**src/rtl/gic_pkg.sv**
```systemverilog
// shared constants, types and register map for the gpio interrupt controller
package gic_pkg;

  // number of interrupt lines implemented (1 to 32)
  localparam int unsigned LINES = 32;

  localparam logic [32:0] LINE_ONE_SHIFT = 33'd1 << LINES;
  localparam logic [31:0] LINE_MASK      = 32'(LINE_ONE_SHIFT - 33'd1);
  localparam logic [5:0]  LINES_COUNT    = 6'(LINES);

  // item commands
  localparam logic [1:0] CMD_READ  = 2'd0;
  localparam logic [1:0] CMD_WRITE = 2'd1;
  localparam logic [1:0] CMD_TICK  = 2'd2;

  // register map, word offsets
  localparam logic [4:0] REG_DATA = 5'd0;
  localparam logic [4:0] REG_DIR  = 5'd1;
  localparam logic [4:0] REG_EN   = 5'd12;
  localparam logic [4:0] REG_MASK = 5'd13;
  localparam logic [4:0] REG_TYPE = 5'd14;
  localparam logic [4:0] REG_POL  = 5'd15;
  localparam logic [4:0] REG_STAT = 5'd16;
  localparam logic [4:0] REG_RAW  = 5'd17;
  localparam logic [4:0] REG_DEB  = 5'd18;
  localparam logic [4:0] REG_EOI  = 5'd19;
  localparam logic [4:0] REG_EXT  = 5'd20;
  localparam logic [4:0] REG_SYNC = 5'd24;

  // one bus access or pin sample
  typedef struct packed {
    logic [1:0]  cmd;
    logic [4:0]  reg_index;
    logic [31:0] write_data;
    logic [31:0] pin_levels;
  } gic_item_t;

  // pending line summary
  typedef struct packed {
    logic       irq;
    logic [4:0] first;
    logic       valid;
  } gic_pend_t;

endpackage

```
**src/rtl/gpio_interrupt_controller_unit.sv**
```systemverilog
// top level of the gpio interrupt controller: input register, logic, result register
//
//   port group | direction | handshake         | payload
//   in_        | input     | in_valid/in_stall | cmd, reg_index, write_data, pin_levels
//   out_       | output    | out_valid/out_stall | read_data, irq_out, first_pending,
//              |           |                   | pending_valid
//   cfg_       | input     | cfg_valid/cfg_ready | line_count
//
// an item passes through the input register and then the result register;
// one item per cycle sustained while out_stall is low, set by the single state update.
// rst_n is synchronous; valid flags and state registers clear (payload registers do not) and line count returns to 32.
// out_stall holds the result register and, once both registers are full, raises in_stall.
// cfg_ready is always high.
module gpio_interrupt_controller_unit (
  input  logic        clk,
  input  logic        rst_n,
  input  logic        in_valid,
  output logic        in_stall,
  input  logic [1:0]  in_cmd,
  input  logic [4:0]  in_reg_index,
  input  logic [31:0] in_write_data,
  input  logic [31:0] in_pin_levels,
  output logic        out_valid,
  input  logic        out_stall,
  output logic [31:0] out_read_data,
  output logic        out_irq_out,
  output logic [4:0]  out_first_pending,
  output logic        out_pending_valid,
  input  logic        cfg_valid,
  output logic        cfg_ready,
  input  logic [5:0]  cfg_line_count
);
  import gic_pkg::*;

  logic       in_vld_r, out_vld_r;
  gic_item_t  item_r;
  logic [5:0] line_count_r;
  logic       advance, in_xfer;
  logic [31:0] rd, status_nxt;
  gic_pend_t  pend;
  logic [31:0] rd_r;
  gic_pend_t  pend_r;

  // handshake control
  assign advance   = in_vld_r && (!out_vld_r || !out_stall);
  assign in_stall  = in_vld_r && !advance;
  assign in_xfer   = in_valid && !in_stall;
  assign cfg_ready = 1'b1;

  // input register
  always_ff @(posedge clk) begin
    if (!rst_n) begin
      in_vld_r <= 1'b0;
    end else if (in_xfer) begin
      in_vld_r <= 1'b1;
    end else if (advance) begin
      in_vld_r <= 1'b0;
    end
  end

  always_ff @(posedge clk) begin
    if (in_xfer) begin
      item_r <= '{cmd: in_cmd, reg_index: in_reg_index,
                  write_data: in_write_data, pin_levels: in_pin_levels};
    end
  end

  // line count register
  always_ff @(posedge clk) begin
    if (!rst_n) begin
      line_count_r <= LINES_COUNT;
    end else if (cfg_valid && cfg_ready) begin
      line_count_r <= cfg_line_count;
    end
  end

  gic_regs u_regs (
    .clk        (clk),
    .rst_n      (rst_n),
    .item_fire  (advance),
    .item       (item_r),
    .read_data  (rd),
    .status_nxt (status_nxt)
  );

  gic_prio u_prio (
    .status     (status_nxt),
    .line_count (line_count_r),
    .pend       (pend)
  );

  // result register
  always_ff @(posedge clk) begin
    if (!rst_n) begin
      out_vld_r <= 1'b0;
    end else if (advance) begin
      out_vld_r <= 1'b1;
    end else if (!out_stall) begin
      out_vld_r <= 1'b0;
    end
  end

  always_ff @(posedge clk) begin
    if (advance) begin
      rd_r   <= rd;
      pend_r <= pend;
    end
  end

  assign out_valid         = out_vld_r;
  assign out_read_data     = rd_r;
  assign out_irq_out       = pend_r.irq;
  assign out_first_pending = pend_r.first;
  assign out_pending_valid = pend_r.valid;

endmodule

```
**src/rtl/gic_regs.sv**
```systemverilog
// register file, pin sampling and edge latches of the gpio interrupt controller
module gic_regs (
  input  logic              clk,
  input  logic              rst_n,
  input  logic              item_fire,
  input  gic_pkg::gic_item_t item,
  output logic [31:0]       read_data,
  output logic [31:0]       status_nxt
);
  import gic_pkg::*;

  logic [31:0] data_r, dir_r, en_r, mask_r, type_r, pol_r, latch_r, pins_r, deb_r;
  logic        sync_r;
  logic [31:0] data_nxt, dir_nxt, en_nxt, mask_nxt, type_nxt, pol_nxt;
  logic [31:0] latch_nxt, pins_nxt, deb_nxt;
  logic        sync_nxt;
  logic [31:0] wmask, pins_m, rise, fall, hit;
  logic [31:0] raw_cur, stat_cur, raw_nxt;
  logic        is_write;

  // status of the current state, used by reads
  assign raw_cur  = ((type_r & latch_r) | (~type_r & ~(pins_r ^ pol_r))) & LINE_MASK;
  assign stat_cur = raw_cur & en_r & ~mask_r;

  // edge detection against the previous sample
  assign pins_m = item.pin_levels & LINE_MASK;
  assign rise   = pins_m & ~pins_r;
  assign fall   = ~pins_m & pins_r;
  assign hit    = (pol_r & rise) | (~pol_r & fall);
  assign wmask  = item.write_data & LINE_MASK;
  assign is_write = item_fire && (item.cmd == CMD_WRITE);

  // next state for the item
  always_comb begin
    data_nxt  = data_r;
    dir_nxt   = dir_r;
    en_nxt    = en_r;
    mask_nxt  = mask_r;
    type_nxt  = type_r;
    pol_nxt   = pol_r;
    latch_nxt = latch_r;
    pins_nxt  = pins_r;
    deb_nxt   = deb_r;
    sync_nxt  = sync_r;
    if (is_write) begin
      unique case (item.reg_index)
        REG_DATA: data_nxt  = wmask;
        REG_DIR:  dir_nxt   = wmask;
        REG_EN:   en_nxt    = wmask;
        REG_MASK: mask_nxt  = wmask;
        REG_TYPE: type_nxt  = wmask;
        REG_POL:  pol_nxt   = wmask;
        REG_DEB:  deb_nxt   = wmask;
        REG_EOI:  latch_nxt = latch_r & ~wmask;
        REG_SYNC: sync_nxt  = item.write_data[0];
        default: ;
      endcase
    end else if (item_fire && (item.cmd == CMD_TICK)) begin
      latch_nxt = (latch_r | (hit & type_r)) & LINE_MASK;
      pins_nxt  = pins_m;
    end
  end

  // status after the item
  assign raw_nxt    = ((type_nxt & latch_nxt) | (~type_nxt & ~(pins_nxt ^ pol_nxt)))
                      & LINE_MASK;
  assign status_nxt = raw_nxt & en_nxt & ~mask_nxt;

  // register read decode
  always_comb begin
    read_data = 32'd0;
    if (item.cmd == CMD_READ) begin
      unique case (item.reg_index)
        REG_DATA: read_data = data_r;
        REG_DIR:  read_data = dir_r;
        REG_EN:   read_data = en_r;
        REG_MASK: read_data = mask_r;
        REG_TYPE: read_data = type_r;
        REG_POL:  read_data = pol_r;
        REG_STAT: read_data = stat_cur;
        REG_RAW:  read_data = raw_cur;
        REG_DEB:  read_data = deb_r;
        REG_EXT:  read_data = pins_r;
        REG_SYNC: read_data = {31'd0, sync_r};
        default:  read_data = 32'd0;
      endcase
    end
  end

  // state registers
  always_ff @(posedge clk) begin
    if (!rst_n) begin
      data_r  <= '0;
      dir_r   <= '0;
      en_r    <= '0;
      mask_r  <= '0;
      type_r  <= '0;
      pol_r   <= '0;
      latch_r <= '0;
      pins_r  <= '0;
      deb_r   <= '0;
      sync_r  <= 1'b0;
    end else begin
      data_r  <= data_nxt;
      dir_r   <= dir_nxt;
      en_r    <= en_nxt;
      mask_r  <= mask_nxt;
      type_r  <= type_nxt;
      pol_r   <= pol_nxt;
      latch_r <= latch_nxt;
      pins_r  <= pins_nxt;
      deb_r   <= deb_nxt;
      sync_r  <= sync_nxt;
    end
  end

endmodule

```
**src/rtl/gic_prio.sv**
```systemverilog
// lowest pending line encoder with line count limit
module gic_prio (
  input  logic [31:0]        status,
  input  logic [5:0]         line_count,
  output gic_pkg::gic_pend_t pend
);
  import gic_pkg::*;

  logic [31:0] lowest;
  logic [4:0]  idx;
  logic [5:0]  cnt;

  // isolate the lowest set bit
  assign lowest = status & (~status + 32'd1);

  // encode the one-hot position, one index bit at a time
  always_comb begin
    for (int k = 0; k < 5; k++) begin
      idx[k] = 1'b0;
      for (int b = 0; b < 32; b++) begin
        if (((b >> k) & 1) == 1) idx[k] = idx[k] | lowest[b];
      end
    end
  end

  // saturate the configured count
  assign cnt = (line_count > LINES_COUNT) ? LINES_COUNT : line_count;

  always_comb begin
    pend.irq   = |status;
    pend.valid = pend.irq && ({1'b0, idx} < cnt);
    pend.first = pend.valid ? idx : 5'd0;
  end

endmodule
```
**config.mk**
```make
export PLATFORM = sky130hd
export DESIGN_NAME = gpio_interrupt_controller_unit
export DESIGN_NICKNAME = d
export VERILOG_FILES = /design/src/rtl/gic_pkg.sv /design/src/rtl/gpio_interrupt_controller_unit.sv /design/src/rtl/gic_regs.sv /design/src/rtl/gic_prio.sv
export SDC_FILE = /design/constraint.sdc
export NUM_CORES = 1
export LEC_CHECK = 0
export BUFFER_PORTS_ARGS = -buffer_cell sky130_fd_sc_hd__buf_4
export CORE_UTILIZATION = 30
export DETAILED_ROUTE_END_ITERATION = 12
export GPL_ROUTABILITY_DRIVEN = 1
export HOLD_SLACK_MARGIN = 0.1
export SLEW_MARGIN = 20
export SYNTH_ARGS = -nofsm -noshare
export SYNTH_HDL_FRONTEND = slang
export SYNTH_SLANG_ARGS = --single-unit
```
**constraint.sdc**
```tcl
create_clock -name clk -period 5.11 [get_ports clk]
set_input_delay 0 -clock clk [delete_from_list [all_inputs] [get_ports clk]]
set_output_delay 0 -clock clk [all_outputs]
set_load 0.005 [all_outputs]
```
==> impl_metrics.tcl, run 1 <==
set metrics [dict create \
    clock_tree.htree_level_count 2 \
    most_frequent_standard_cell_in_the_layout_excluding_fill_and_tap_cells "nand2_1" \
    tritoncts_clock_tree "done" \
    grt_pass1_vias 18300 \
    cellLeakagePower_nw 8.89 \
    hold_viol_final 0 \
    peakVddDrop_mv 0.151 \
    clock_insertion_delay_worst_skew_ns 0.59 \
    layout_worst_path_cycle_share_pct 98.2 \
    globalRouteOverflowTotal 0 \
    worst-slew-pin-transition_ns 1.21 \
    crit_path_max_fanout 14 \
    drcViolationCount 0 \
    pwr_density_cell_nw_per_um2 283 \
    cts_inserted_buffers 47 \
    total_switching_power_w 0.00176 \
    total_length_of_routed_wires_microns 74600 \
    clk_pin_slew_worst_paths_ns 0.06 \
    initial_util_pct 30.6 \
    grt_first_pass_wirelength_microns 111000 \
    clock-root-buffer "clkbuf_16" \
    switching_power_as_a_share_of_total_power_pct 23.6 \
    crit_required_ns 5.46 \
    highest_clock_rate_ghz 0.199 \
    maxSlewHeadroom_pct 19.2 \
    detail_route.vias_per_cell 5.62 \
    wl_per_cell_microns 22.1 \
    drt_first_iter_violations 2033 \
    ant_nets 0 \
    clock-skew-final_ns 0.0125 \
    setup-violations-final 0 \
    seqPwrFrac_pct 46.7 \
    commonest_cells_after_routing_fill_and_taps_aside "nand2_1 (379), dfxtp_1 (296), buf_4 (255), a21boi_0 (194), nor2b_1 (144)" \
    antenna_violations_before_repair 0 \
    fp-row-count 95 \
    dp.final_hpwl_microns 47000 \
    routed-via-count 19000 \
    number_of_enable_flip_flop_cells_after_synthesis 110 \
    ys_seq_area_share_pct 44.6 \
    syn_area_cell_sq_um 9.30 \
    clock_path_buffers 3 \
    totalPowerFinal_w 0.00743 \
    flow.area_growth_from_synthesis_pct 26.7 \
    hold_path.class "in2reg" \
    yosys_register_bits 407 \
    grt_setup_unrepaired "true" \
    coreArea_sq_um 67800 \
    grt_max_degree 154 \
    io_pins 124 \
    power_report.internal_total_w 0.00568 \
    fp.dieH_microns 265 \
    final.fill_count 6664 \
    power.share.combinational_pct 6.0 \
    clock-sinks 407 \
    fin_hold_ws_ns 0.130 \
    endpoint_kind "register" \
    critical_path_arrival_ns 5.36 \
    synth.yosys.warnings 0 \
    portBuffers 122 \
    fp.dieArea_sq_um 70100 \
    post-route-min-period_ns 5.02 \
    final_nets 2558 \
    synthDistinctLibCells 84 \
    slew_viol_final 0 \
    track_usage_pct 20.6 \
    antenna_cells 0 \
    drv_cap 0 \
    path_class "reg2reg" \
    synth_async_sr_flop_share_pct 0 \
    synth_flop_cell "dfxtp_1" \
    drt_pre_antenna_iters 6 \
    gp_routability_congestion 0.942 \
    mapped_area_sq_um 20700 \
    fp.dieW_microns 265 \
    synth_cells 2229 \
    dp_cells 3168 \
    worst_setup_sp_type "register" \
    run_status "finished clean" \
    share_of_cells_above_drive_strength_1_pct 17.7 \
    power.share.clock_pct 47.4 \
    postSynthNetCount 2315 \
    stdcell_count 3383 \
]
-- worst max-delay path: stages (launching register included) --
cell,delay (ns)
edfxtp_1,0.47
buf_8,0.21
or2_2,0.37
nor2_4,0.21
buf_4,0.16
buf_6,0.17
o21ai_0,0.09
a31oi_1,0.18
a221o_1,0.23
or4b_4,0.52
or4_4,0.61
buf_4,0.17
o21bai_1,0.18
nand3_1,0.11
ha_1,0.16
nand4_1,0.10
or2_4,0.26
o22a_1,0.23
o211ai_4,0.14
buf_4,0.16
inv_1,0.03
-- cell type report --
cell class / instances / area, sq um / share of cell area, %
inverter: 43 / 165 / 0.629
tap: 873 / 1090 / 4.16
timing repair buffer: 369 / 3200 / 12.2
clock inverter: 31 / 320 / 1.22
multi-input combinational: 1604 / 10900 / 41.7
clock buffer: 56 / 1270 / 4.85
sequential: 407 / 9250 / 35.2
-- per-layer routing --
layer	GRT usage (%)	part of all wire (%)
met1	27.2	42
met2	33.6	46
met3	3.27	7.9
met4	7.84	3.3
met5	0	0
-- worst paths after layout --
check | slack, ns | end | from | cells past startpoint
worst max register to register | 0.09 | out_pending_valid | item_r[64] | 20
worst max-delay path | 0.09 | out_pending_valid | item_r[64] | 20
worst min register to register | 0.47 | u_regs.deb_r[9] | u_regs.deb_r[9] | 2
worst min-delay path | 0.13 | item_r[7] | in_pin_levels[7] | 2
-- synthesized netlist by cell type (6+ instances only) --
cell       number  share of area, %
buf_2          12              0.29
nand2_1       386               7.0
o21ai_0       118               2.9
a31oi_1        54               1.6
a221oi_1       56               2.4
nand2b_1       39               1.2
xor2_1         57               2.4
o2111a_1       24               1.3
a41oi_1        12              0.51
clkbuf_1      146               2.6
o2111ai_1      24               1.0
nor2b_1       145               4.4
and2_1          9              0.27
a22oi_1        25              0.91
xnor2_1         7              0.30
and3_1          6              0.18
nor4_1          8              0.24
nand3b_1       37               1.3
a22o_1         48               2.0
o21a_1          6              0.22
o211ai_1        9              0.33
a211o_1        10              0.42
dfxtp_1       297                29
a311oi_1       24               1.0
a21boi_0      194               7.0
inv_1          42              0.76
mux2i_1        93               4.5
edfxtp_1      110                16
a211oi_1       28               1.0
nor3b_1        33               1.2
nand3_1        24              0.58
a21oi_1        12              0.29
nor2_1         30              0.54
-- flip-flops by register name, summed over array words and instances (netlist names), 5 cells and up --
signal             cells
item_r                71
out_read_data         32
u_regs.data_r         32
u_regs.deb_r          32
u_regs.dir_r          32
u_regs.en_r           32
u_regs.latch_r        32
u_regs.mask_r         32
u_regs.pins_r         32
u_regs.pol_r          32
u_regs.type_r         32
line_count_r           6
out_first_pending      5
-- logic make-up (layout without fill, tap and decap cells) --
kind of cell               count (synthesis)  after routing  share of synthesized area, %
and+or+nand+nor                          754            754                          18.4
AOI/OAI and AO/OA                        678            678                          24.5
DFF                                      407            407                          44.6
buffers and inverters                    218            499                          4.43
muxes                                    102            102                          5.08
xor gates and xnor gates                  64             64                          2.71
adders and majority gates                  5              5                         0.290
other                                      1              1                        0.0181
-- stage by stage --
step	setup TNS, ns	cell area [sq um]	util [%]	setup slack, ns
finish	0	26200	38.7	0.0922
CTS	0	25700	38.0	0.00768
detailed placement	-0.255	23200	34.2	-0.125
global placement	-0.0925	23200	34.2	-0.0925
floorplan	-0.337	20800	-	-0.0947
global route	-0.0943	26200	38.7	-0.0502
-- what timing repair did --
action / in CTS / in global routing
buffers inserted: 1 / 37
pin swaps: 1 / 16
endpoints found under the hold margin: 205 / 0
hold buffers: 91 / 0
resized for setup: 7 / 50
endpoints found under the setup margin: 6 / 6
-- power groups by stage --
stage	Sequential [W]	Clock (W)	Combinational, W
after floorplan	0.00348	0	0.000214
after global placement	0.00353	0	0.000361
after detailed placement	0.00353	0	0.000365
after CTS	0.00346	0.00359	0.000426
after global routing	0.00347	0.00371	0.000467
final	0.00347	0.00352	0.000443
No activity file was read; power rests on OpenSTA's default activity.
==> run 2: changes to the inputs <==
- PLACE_DENSITY: unset -> 0.46
- clock period: 5.11 -> 4.3 ns (I/O delays scaled with it)
==> run 2 against run 1 <==
Against the previous run:
- the flow now finishes with violations (negative setup slack)
- critical path depth is the same
- clock skew increased by 0.0044 ns
- count of clock-buffer cells in the layout increased by 13
- setup slack lost 0.78 ns
- critical endpoint is now out_first_pending[4]
==> impl_metrics.tcl, run 2 (synthesis results as in run 1) <==
set metrics [dict create \
    run_status "finished with violations" \
    failed_checks "negative setup slack" \
    detail_route.vias_per_cell 5.33 \
    drv_cap 0 \
    clock-sinks 407 \
    drcViolationCount 0 \
    coreArea_sq_um 67800 \
    dpl-instance-area_sq_um 24700 \
    ant_nets 0 \
    power_report.internal_total_w 0.00674 \
    total_length_of_routed_wires_microns 81600 \
    portBuffers 122 \
    slew_viol_final 0 \
    finalWorstSetupSlack_ns -0.688 \
    drt_pre_antenna_iters 7 \
    grtUsageMet1_pct 30.6 \
    final_nets 2801 \
    cellLeakagePower_nw 10.1 \
    stdcell_count 3628 \
    hold-path-cell-count 2 \
    fp.dieH_microns 265 \
    dp_cells 3357 \
    clock_path_buffers 3 \
    flow.area_growth_from_synthesis_pct 38.0 \
    use_met2_pct 37.8 \
    initial_util_pct 30.6 \
    detailedPlace.worstSlack_ns -1.12 \
    clk_pin_slew_worst_paths_ns 0.06 \
    dp.final_hpwl_microns 53100 \
    globalRouteOverflowTotal 0 \
    worst-slew-pin-transition_ns 0.954 \
    routed-via-count 19400 \
    max_stage_delay_ns 0.66 \
    total_switching_power_w 0.00214 \
    setup-violations-final 6 \
    fp.dieW_microns 265 \
    hold_viol_final 0 \
    reg2reg_setup_slack_ns -0.69 \
    fp-row-count 95 \
    grt_setup_unrepaired "true" \
    cp_cell_sequence "buf_4, nand2b_4, or4_4, buf_12, buf_16, mux2i_4, a311oi_2, a211o_1, nand2_2, or4_4, o31a_1, o31ai_4, a311o_2, ha_4, a21o_1, a21o_1, a21oi_2, o22a_1, o211ai_4, a31oi_1" \
    power.share.clock_pct 46.6 \
    cell_area_after_layout_sq_um 28600 \
    clock-root-buffer "clkbuf_16" \
    fp.dieArea_sq_um 70100 \
    commonest_cells_after_routing_fill_and_taps_aside "buf_4 (436), nand2_1 (385), dfxtp_1 (296), a21boi_0 (193), nor2b_1 (144)" \
    ff2ff_path_depth 20 \
    largest_reg_flops 71 \
    endpoint_kind "register" \
    switching_power_as_a_share_of_total_power_pct 24.1 \
    layout_worst_path_cycle_share_pct 116 \
    most_frequent_standard_cell_in_the_layout_excluding_fill_and_tap_cells "buf_4" \
    crit_path_max_fanout 6 \
    power.share.combinational_pct 7.1 \
    cts_inserted_buffers 49 \
    grt_max_degree 130 \
    crit_path_top_delay_cell "or4_4" \
    grt_pass1_vias 19000 \
    grtUsageMet3_pct 3.29 \
    track_usage_pct 22.8 \
    post-route-min-period_ns 4.99 \
    share_of_cells_above_drive_strength_1_pct 24.3 \
    peakVddDrop_mv 0.245 \
    wl_per_cell_microns 22.5 \
    pwr_density_cell_nw_per_um2 311 \
    maxSlewHeadroom_pct 36.2 \
    tritoncts_clock_tree "done" \
    register_with_the_highest_flop_count "item_r" \
    worst_setup_sp_type "register" \
    hold_path.class "in2reg" \
    path_class "reg2reg" \
    clock_tree.htree_level_count 2 \
    crit_required_ns 4.73 \
    antenna_violations_before_repair 2 \
    highest_clock_rate_ghz 0.200 \
    gp_routability_congestion 0.909 \
    fin_hold_ws_ns 0.127 \
    io_pins 124 \
    critical_path_arrival_ns 5.42 \
    grt_first_pass_wirelength_microns 121000 \
    grt_most_used_layer "met2" \
    clock-skew-final_ns 0.0169 \
    clock_insertion_delay_worst_skew_ns 0.61 \
    drt_first_iter_violations 1345 \
    seqPwrFrac_pct 46.3 \
]
run 2: area by class of cell:
type	instances	area (sq um)
fillers	6633	39200
multi-input cells	1605	11200
flip-flops and latches	407	9250
repair buffers	609	5310
clock buffers	69	1370
well taps	873	1090
clock inverters	21	190
inverters	43	166
diodes	1	2.50
run 2: critical path, delay by kind of cell (launching register included):
kind | cells | cell delay [ns]
adders and majority gates | 1 | 0.21
muxes | 1 | 0.19
AOI/OAI and AO/OA | 11 | 2.06
and+or+nand+nor | 4 | 1.38
DFF | 1 | 0.48
buffers and inverters | 3 | 0.50
run 2: worst paths after layout:
check                         end               from
max          out_first_pending[4]         item_r[65]
min                    item_r[49]  in_write_data[17]
max reg2reg  out_first_pending[4]         item_r[65]
min reg2reg       u_regs.deb_r[2]    u_regs.deb_r[2]
run 2: metrics by stage:
step	utilization, %	setup TNS (ns)	total power (W)
floorplan	-	-5.20	0.00439
CTS	41.7	-3.45	0.00899
global route	42.2	-4.87	0.00919
finish	42.2	-3.82	0.00888
global placement	36.5	-5.94	0.00469
detailed placement	36.5	-6.60	0.00469
run 2: routing by layer:
layer | share of wire, % | vias up
met3 | 5.7 | 136
met1 | 45 | 9519
li1 | - | 9120
met2 | 46 | 575
met4 | 2.8 | 2
met5 | 0.016 | -
run 2: what timing repair did:
| action | in CTS | in global routing |
|---|---|---|
| gates resized for setup | 67 | 42 |
| cloned | 2 | 0 |
| setup buffers | 35 | 13 |
| endpoints found under the setup margin | 7 | 7 |
| pin swaps | 36 | 28 |
| hold buffers | 131 | 0 |
| endpoints found under the hold margin | 166 | 0 |
run 2: power groups by stage:
stage                     clock [W]  sequential (W)  combinational (W)
final                       0.00414         0.00411           0.000628
after global routing        0.00440         0.00412           0.000665
after CTS                   0.00427         0.00411           0.000616
after detailed placement          0         0.00419           0.000501
after global placement            0         0.00419           0.000497
after floorplan                   0         0.00413           0.000254
